[config.mk]
export PLATFORM = sky130hd
export DESIGN_NAME = lru_open_handle_tracker_unit
export DESIGN_NICKNAME = d
export VERILOG_FILES = /design/src/rtl/core/lruht_pkg.sv /design/src/rtl/core/lruht_ctrl.sv /design/src/rtl/core/lruht_datapath.sv /design/src/rtl/core/lru_open_handle_tracker_unit.sv
export SDC_FILE = /design/constraint.sdc
export NUM_CORES = 1
export LEC_CHECK = 0
export BUFFER_PORTS_ARGS = -buffer_cell sky130_fd_sc_hd__buf_2
export CAP_MARGIN = 10
export CELL_PAD_IN_SITES_DETAIL_PLACEMENT = 2
export CELL_PAD_IN_SITES_GLOBAL_PLACEMENT = 2
export CORE_MARGIN = 1.5
export CORE_UTILIZATION = 25
export DETAILED_ROUTE_END_ITERATION = 10
export PLACE_DENSITY_LB_ADDON = 0.12
export SLEW_MARGIN = 5
export SYNTH_ARGS = -nofsm -noshare
export SYNTH_HDL_FRONTEND = slang
export SYNTH_SLANG_ARGS = --single-unit
[constraint.sdc]
create_clock -name clock -period 6.6 [get_ports clock]
set_input_delay 0.99 -clock clock [delete_from_list [all_inputs] [get_ports clock]]
set_output_delay 0.99 -clock clock [all_outputs]
set_load 0.01 [all_outputs]
[src/rtl/core/lruht_pkg.sv]
// ----------------------------------------------------------------------------
// LRU open handle tracker package
// Shared defaults and the command bundle from the controller to the datapath.
// ----------------------------------------------------------------------------
package lruht_pkg;

   localparam int CAPACITY_DEFAULT = 8;
   localparam int ID_BITS_DEFAULT  = 16;
   localparam int SESSION_BITS     = 16;

   typedef struct packed {
      logic load;     // capture the accepted session identifier
      logic compare;  // compare it against every tracked entry
      logic update;   // reorder the entries and issue the result
   } lruht_cmd_type;

endpackage

[src/rtl/core/lruht_ctrl.sv]
// ----------------------------------------------------------------------------
// LRU open handle tracker controller
// Sequences one item through load, compare and update.
// ----------------------------------------------------------------------------
module lruht_ctrl (
   input  logic                     clock,
   input  logic                     reset,
   input  logic                     start,
   output logic                     busy,
   output lruht_pkg::lruht_cmd_type cmd
);

   localparam logic [1:0] ST_IDLE    = 2'd0;
   localparam logic [1:0] ST_COMPARE = 2'd1;
   localparam logic [1:0] ST_UPDATE  = 2'd2;

   logic [1:0] state_ff;
   logic [1:0] state_in;

   always_comb begin
      state_in    = state_ff;
      cmd         = '0;
      unique case (state_ff)
         ST_IDLE: begin
            if (start) begin
               cmd.load = 1'b1;
               state_in = ST_COMPARE;
            end
         end
         ST_COMPARE: begin
            cmd.compare = 1'b1;
            state_in    = ST_UPDATE;
         end
         ST_UPDATE: begin
            cmd.update = 1'b1;
            state_in   = ST_IDLE;
         end
         default: begin
            state_in = ST_IDLE;
         end
      endcase
   end

   assign busy = (state_ff != ST_IDLE);

   always_ff @(posedge clock) begin
      if (reset) begin
         state_ff <= ST_IDLE;
      end else begin
         state_ff <= state_in;
      end
   end

endmodule

[src/rtl/core/lruht_datapath.sv]
// ----------------------------------------------------------------------------
// LRU open handle tracker datapath
// Recency shift line, parallel compare, occupancy count and result register.
// ----------------------------------------------------------------------------
module lruht_datapath #(
   parameter int CAPACITY = lruht_pkg::CAPACITY_DEFAULT,
   parameter int ID_BITS  = lruht_pkg::ID_BITS_DEFAULT
) (
   input  logic                                clock,
   input  logic                                reset,
   input  lruht_pkg::lruht_cmd_type            cmd,
   input  logic [lruht_pkg::SESSION_BITS-1:0]  req_session_id,
   output logic                                rsp_valid,
   output logic                                rsp_hit,
   output logic                                rsp_evict_valid,
   output logic [lruht_pkg::SESSION_BITS-1:0]  rsp_evicted_session
);

   localparam int OCC_BITS  = $clog2(CAPACITY + 1);
   localparam int LOAD_BITS = (ID_BITS < lruht_pkg::SESSION_BITS) ? ID_BITS
                                                                  : lruht_pkg::SESSION_BITS;
   localparam logic [OCC_BITS-1:0] OCC_FULL = OCC_BITS'(CAPACITY);

   logic [ID_BITS-1:0]  sid_ff;
   logic [ID_BITS-1:0]  entry_ff [CAPACITY];
   logic [ID_BITS-1:0]  entry_in [CAPACITY];
   logic [OCC_BITS-1:0] occ_ff;
   logic [OCC_BITS-1:0] occ_in;
   logic [CAPACITY-1:0] match_ff;
   logic [CAPACITY-1:0] match_in;
   logic [CAPACITY-1:0] at_or_below_match;
   logic                hit;
   logic                full;

   logic                                rsp_valid_ff;
   logic                                rsp_hit_ff;
   logic                                rsp_evict_valid_ff;
   logic [lruht_pkg::SESSION_BITS-1:0]  rsp_evicted_session_ff;

   // Only entries below the occupancy count take part in the compare.
   for (genvar k = 0; k < CAPACITY; k++) begin : g_match
      assign match_in[k] = (entry_ff[k] == sid_ff) && (OCC_BITS'(k) < occ_ff);
   end

   assign hit  = |match_ff;
   assign full = (occ_ff == OCC_FULL);

   // Tracked identifiers are unique, so the match vector is one-hot or zero.
   // One less than it sets every position below the match; or-ing the match
   // back in marks every position at or below it.
   assign at_or_below_match = match_ff | (match_ff - CAPACITY'(1));

   always_comb begin
      entry_in = entry_ff;
      occ_in   = occ_ff;
      if (cmd.update) begin
         entry_in[0] = sid_ff;
         for (int k = 1; k < CAPACITY; k++) begin
            if (!hit || at_or_below_match[k]) begin
               entry_in[k] = entry_ff[k-1];
            end
         end
         if (!hit && !full) begin
            occ_in = occ_ff + OCC_BITS'(1);
         end
      end
   end

   always_ff @(posedge clock) begin
      if (cmd.load) begin
         sid_ff <= ID_BITS'(req_session_id[LOAD_BITS-1:0]);
      end
      if (cmd.compare) begin
         match_ff <= match_in;
      end
      entry_ff <= entry_in;
      if (cmd.update) begin
         rsp_hit_ff             <= hit;
         rsp_evict_valid_ff     <= !hit && full;
         rsp_evicted_session_ff <= (!hit && full)
            ? lruht_pkg::SESSION_BITS'(entry_ff[CAPACITY-1][LOAD_BITS-1:0])
            : '0;
      end
   end

   always_ff @(posedge clock) begin
      if (reset) begin
         occ_ff       <= '0;
         rsp_valid_ff <= 1'b0;
      end else begin
         occ_ff       <= occ_in;
         rsp_valid_ff <= cmd.update;
      end
   end

   assign rsp_valid           = rsp_valid_ff;
   assign rsp_hit             = rsp_hit_ff;
   assign rsp_evict_valid     = rsp_evict_valid_ff;
   assign rsp_evicted_session = rsp_evicted_session_ff;

   a_occ_bounded: assert property (@(posedge clock) disable iff (reset)
      occ_ff <= OCC_FULL)
      else $error("occupancy exceeds capacity");

   a_match_unique: assert property (@(posedge clock) disable iff (reset)
      cmd.update |-> $onehot0(match_ff))
      else $error("session tracked more than once");

   a_evict_needs_full: assert property (@(posedge clock) disable iff (reset)
      cmd.update && !hit && full |=> rsp_evict_valid && $stable(occ_ff))
      else $error("miss while full did not evict");

   a_rsp_after_update: assert property (@(posedge clock) disable iff (reset)
      rsp_valid |-> $past(cmd.update))
      else $error("result strobe without an update");

endmodule

[src/rtl/core/lru_open_handle_tracker_unit.sv]
// ----------------------------------------------------------------------------
// LRU open handle tracker
// Keeps the most recently accessed sessions in recency order and reports hits
// and evictions.
// ----------------------------------------------------------------------------
// The accepted item is captured at the accepting edge, compared in the compare
// state, and its result is registered at the end of the update state.
// A new item is accepted only in the idle state; busy covers the compare and
// update states, so the tracker takes no new item before the last one is through.
// Reset clears the occupancy count and the result strobe; the tracker is then
// empty. Results cannot be stalled and are valid for exactly one cycle.
module lru_open_handle_tracker_unit #(
   parameter int CAPACITY = lruht_pkg::CAPACITY_DEFAULT,
   parameter int ID_BITS  = lruht_pkg::ID_BITS_DEFAULT
) (
   input  logic                                clock,
   input  logic                                reset,
   input  logic                                start,
   output logic                                busy,
   input  logic [lruht_pkg::SESSION_BITS-1:0]  req_session_id,
   output logic                                rsp_valid,
   output logic                                rsp_hit,
   output logic                                rsp_evict_valid,
   output logic [lruht_pkg::SESSION_BITS-1:0]  rsp_evicted_session
);

   lruht_pkg::lruht_cmd_type cmd;

   lruht_ctrl u_ctrl (
      .clock (clock),
      .reset (reset),
      .start (start),
      .busy  (busy),
      .cmd   (cmd)
   );

   lruht_datapath #(
      .CAPACITY (CAPACITY),
      .ID_BITS  (ID_BITS)
   ) u_datapath (
      .clock               (clock),
      .reset               (reset),
      .cmd                 (cmd),
      .req_session_id      (req_session_id),
      .rsp_valid           (rsp_valid),
      .rsp_hit             (rsp_hit),
      .rsp_evict_valid     (rsp_evict_valid),
      .rsp_evicted_session (rsp_evicted_session)
   );

endmodule

; After elaboration in Yosys (flattened, before gate mapping)
; Cells that the tools add are included.
; W data, S select, Z words.
[word_totals]
register_bits = 177
elab_cells = 75
[op_classes]
n_mux = 6
addsub = 2
n_bitwise = 1
reduce_logical = 30
magnitude_cmp = 8
eq_ne = 12
[ops]
columns = op, n
row1 = $eq A16 B16 Y1, 8
row2 = $lt A3 B4 Y1 const A, 4
row3 = $reduce_and A2 Y1, 8
row4 = $logic_and A1 B1 Y1, 10
row5 = $lt A1 B4 Y1 const A, 2
row6 = $lt A2 B4 Y1 const A, 2
row7 = $or A8 B8 Y8, 1
row8 = $reduce_or A8 Y1, 1
row9 = $sub A8 B1 Y8 const B, 1
row10 = $logic_or A1 B1 Y1, 7
row11 = $add A4 B1 Y4 const B, 1
row12 = $eq A4 B4 Y1 const B, 1
row13 = $mux W1, 4
row14 = $pmux W2 S2, 1
row15 = $eq A2 B1 Y1 const B, 1
row16 = $eq A2 B2 Y1 const B, 1
row17 = $logic_not A1 Y1, 2
row18 = $logic_not A2 Y1, 1
row19 = $mux W2, 1
row20 = $ne A2 B2 Y1 const B, 1
row21 = $reduce_bool A2 Y1, 1

; Logic depth before layout (Yosys ltp)
[depth]
depth_word = 4
depth_mapped = 6
mapped_depth_nobuf = 6

; Modules after synthesis
; Synthesis repeated with hierarchy kept, for this count alone.
[hier_totals]
hier_cells = 436
area_unflattened_um2 = 7215.7
[by_module_without_submodules]
columns = module, area_each_um2, seq_area_each_um2, cells_per_inst, n_inst
row1 = lruht_datapath, 7116.8, 5205.0, 427, 1
row2 = lruht_ctrl, 98.8, 40.0, 9, 1

; Worst setup path after synthesis
; Ideal clock, no wire load.
[synth_timing]
path_kind = register to register
from = register u_datapath.match_ff[1]
to = register u_datapath.entry_ff[32] (netlist bit), enable pin
setup_time_ns = 0.394
setup_slack_ns = 4.234
required_ns = 6.206
arrival_time_ns = 1.972
path_stages_with_launch = 4
path_cell_list = edfxtp_1 -> nor4_4 -> or2b_1 -> a21oi_1
[synth_between]
elab_chain_cells = 4
word_cells_on_any_way = 6
classes_between = add/sub (1) / bitwise (1) / reduce/logical (4)
[synth_rtl]
columns = element, line
row1 = start: declaration, lruht_datapath.sv:29  ; logic [CAPACITY-1:0] match_ff;
row2 = start signal: assignment, lruht_datapath.sv:74  ; match_ff <= match_in;
row3 = $sub A8 B1 Y8 or $reduce_or A8 Y1 (tied branches), "lruht_datapath.sv:51, lruht_datapath.sv:45"
row4 = $or A8 B8 Y8 or $logic_not A1 Y1 (tied branches), "lruht_datapath.sv:51, lruht_datapath.sv:59"
row5 = $logic_or A1 B1 Y1 *, lruht_datapath.sv:59  ; if (!hit || at_or_below_match[k]) begin
row6 = $reduce_and A2 Y1 (no source line) *, --
row7 = end signal: assignment, lruht_datapath.sv:76  ; entry_ff <= entry_in;
row8 = end: declaration, lruht_datapath.sv:25  ; logic [ID_BITS-1:0] entry_ff [CAPACITY];
; Mark *: on every way between the ends. The rest lies on a longest branch, timed or not.
; A chain may end at the register's enable or synchronous reset.

==> impl.org <==
** Place
- The congestion estimate from routability-driven global placement came to 0.732.
- In this run the tool buffered the top-level ports with 38 buffer cells.
- Counting tap cells, the placed design contains a total of 845 instances.
- Detailed placement ended at an HPWL of 12000 um.

** Worst setup path
- The worst setup path is launched from a flip-flop.
- Worst path slowest cell :: inv_2
- Crit Reg-Reg Startpoint :: u_ctrl.state_ff[0]
- For the worst setup path, the data required time is 6.66 ns.
- In this design, the largest share of critical-path delay is due to buffers and inverters.
- Max stage delay on crit path :: 0.67 ns
- Max Fanout on Critical Path :: 36
- Category of the worst setup path capture point :: flip-flop
- Worst Path Arrival :: 2.37 ns
- The most critical setup path has its startpoint at u_ctrl.state_ff[0].
- Counting both buffers and inverters, the worst setup path holds a total of 1.
- The critical path is of the flip-flop to flip-flop type.
- Traced cell by cell, the critical path runs through nand2b_1, inv_2, o21a_1.

** Hold path
- The worst hold path belongs to the class flip-flop to flip-flop.
- In this run the most critical hold path is launched from u_datapath.entry_ff[47].

** Clock tree
- The number of hold buffers added after CTS was 0.
- The clock passes through at most 2 buffers.
- Setup Fix Bufs, Post-CTS :: 0
- Clock Pin Slew Worst Setup and Hold Paths :: 0.08 ns
- The H-tree generated during clock tree synthesis spans 4 levels.
- TritonCTS buffer count :: 17
- TritonCTS built the clock tree.
- Clock net sink count :: 177
- After clock tree synthesis, the repair step resized 0 gates.
- Root buffer selected by CTS :: clkbuf_16
- The later pin in the worst-skew pair is clocked with a latency of 0.43 ns.

** STA
- Measured against its own limit, the worst slew margin works out to 0.252.
- Post-route setup TNS :: 0 ns
- For this run, the top clock speed supported by timing is 0.433 GHz.
- RSZ-0062 raised after global routing :: no
- Final cycle utilization of the critical path :: 0.350
- Final hold violation count :: 0
- At the pin with the least slew margin, the transition time is 1.12 ns.
- Setup violations, final :: 0
- For the finished layout, the period the worst path requires is 2.31 ns.
- Pins Over Slew Limit :: 0
- Setup Skew :: 0.0168 ns

** Die
- Die area :: 0.0297 mm^2
- The floorplan has 61 rows.
- Die Height :: 172 um
- The core region is 0.0280 mm^2.
- Effective utilization at floorplan :: 0.256
- For this design the top-level I/O count stands at 39.
- The floorplan step set the die width to 172 um.

** Run
- Max-cap violations in this run came to 0.

** Layout
- The count of cells in the finished layout, fillers not included, comes to 877.
- Once layout is complete, the utilization of the core stands at 0.299.
- Area added between synthesis and finish :: 16.9%
- Final-stage net count :: 507
- Antenna diode instance count :: 0
- Share of post-route cells with drive strength above 1 :: 0.164

** Synth
- A synthesized cell averages 16.3 um^2.
- Counting flops with an async set or reset pin after synthesis yields a share of 0.
- Count of unique library cells instantiated by Yosys :: 34
- After synthesis, the most frequently instantiated cells are edfxtp_1, xor2_1, xnor2_1.
- During synthesis, Yosys emitted a total of 0 warnings.
- Post-synthesis cell area :: 0.00717 mm^2
- Yosys instantiated no cell more often than edfxtp_1.
- #FFs+latches synth :: 177
- Leading area contributor after synthesis :: edfxtp_1
- When the netlist entered floorplanning its net count stood at 461.
- Count of flip-flops with a built-in enable after synthesis :: 170
- The cell count after synthesis came out at 440.
- Of the post-synthesis cell area, the dominant cell type holds 0.712.
- Synth top area cells :: edfxtp_1, xor2_1, xnor2_1
- The most used flip-flop cell after synthesis is edfxtp_1.
- Seq/Total Area, Yosys :: 0.732

** GRT
- The initial antenna violation count came to 0.
- Maximum number of pins on one net before global-route repair :: 37
- Vias in the first global route :: 4043
- Remaining Overflow, GRT :: 0
- Global-route wire length before repair :: 24400 um
- Across every metal layer, demand over resource in global routing totals 0.115.

** Power and ir drop
- Across the VDD grid, the largest voltage drop is 0.134 mV.
- Of the total power, the share spent switching nets is 0.240.
- Leakage :: 2.73 nW
- Internal power comes to 1.79 mW.
- Power density cells :: 280 mW/mm^2
- Of the total power, combinational logic draws 0.036.
- Sequential share of power :: 0.548
- Clk network pwr share :: 0.416
- Summed over all nets, the switching power comes to 563 uW.

** Outcome
- The run finished with clean final reports.

** Detailed routing
- The routed layout has 3533 vias.
- For this run, design rule violations remaining after detail routing come to 0.
- In the final routed layout, each cell accounts on average for 17.6 um.
- In this run the remaining antenna-violating nets after routing total 0.
- The final layout contains routed wiring with a total length of 15500 um.
- Iteration-0 DRC Markers :: 138
- The first detailed-routing pass took 4 iterations.
- In the routed layout, each cell is associated on average with a via count of 4.03.
==> kinds of logic after synthesis <==
kind of cell	after synthesis	synth area share
compound gates	13	0.0110
xor+xnor	129	0.158
fa+ha+maj	2	0.00349
buf+inv	26	0.0145
flops	177	0.732
mux	1	0.00140
simple gates	92	0.0801
==> registers in the layout, summed over array words and instances, names as in the netlist <==
register and cells:
u_datapath.rsp_hit 1, u_datapath.match_ff 8, u_datapath.occ_ff 4, u_datapath.rsp_evict_valid 1, u_datapath.rsp_evicted_session 16, u_datapath.sid_ff 16
u_datapath.rsp_valid 1, u_datapath.entry_ff 128, u_ctrl.state_ff 2
==> worst reg2reg max path, delay by kind of cell (launching register included) <==
family                 cells  cell delay, ns
AND/OR/NAND/NOR            1            0.28
flip-flops                 1            0.32
AO/OA/AOI/OAI              1            0.67
buffers and inverters      1            0.67
==> layer usage <==
| layer | share of wire | track usage | routed length (um) | up-vias |
|---|---|---|---|---|
| met5 | 0 | 0 | 0 | - |
| met4 | 0.017 | 0.0382 | 260 | 0 |
| met3 | 0.033 | 0.0293 | 511 | 15 |
| met2 | 0.53 | 0.205 | 8150 | 66 |
| met1 | 0.42 | 0.135 | 6560 | 1767 |
| li1 | - | - | - | 1685 |
==> cell type report <==
cell class | instances | area [um^2]
clock buffers | 17 | 425
clock inverters | 15 | 141
fillers | 2909 | 19600
inverters | 8 | 30.0
multi-input cells | 237 | 1820
flip-flops and latches | 177 | 5250
well taps | 378 | 473
repair buffers | 45 | 243
==> stage by stage <==
stage                     power, mW  setup slack, ns  hold WS, ns  cell area, um^2
final                          2.35             4.29        0.472             8380
after detailed placement       1.40             4.20        0.460             7810
after global routing           2.44             4.02        0.483             8380
after global placement         1.40             4.27        0.455             7810
after CTS                      2.39             4.18        0.474             8380
after floorplan                1.36             4.23        0.421             7170
==> placed cells by master (no fill, tap or decap), types with 4 or more instances in the layout <==
| cell type | count |
|---|---|
| a21oi_1 | 7 |
| and2_1 | 16 |
| buf_2 | 38 |
| buf_4 | 7 |
| clkbuf_16 | 17 |
| clkinv_4 | 5 |
| dfxtp_1 | 7 |
| edfxtp_1 | 170 |
| inv_1 | 7 |
| inv_8 | 4 |
| nand3_1 | 6 |
| nand4_1 | 11 |
| nor2_1 | 14 |
| nor3_1 | 9 |
| nor4_1 | 21 |
| xnor2_1 | 38 |
| xor2_1 | 91 |
==> power by group through the flow <==
stage / Clock (mW) / Combinational, mW / Sequential [mW]
finish: 0.976 / 0.0855 / 1.29
global route: 1.05 / 0.0958 / 1.29
CTS: 1.01 / 0.0895 / 1.29
detailed placement: 0 / 0.0890 / 1.31
global placement: 0 / 0.0874 / 1.31
floorplan: 0 / 0.0739 / 1.28
==> worst paths after layout <==
kind,slack [ns],endpoint,depth (start not counted)
worst max-delay path,4.29,u_datapath.entry_ff[30],3
worst min-delay path,0.47,u_datapath.entry_ff[31],0
worst max register to register,4.29,u_datapath.entry_ff[30],3
worst min register to register,0.47,u_datapath.entry_ff[31],0
Power figures use the tool's default switching activity.
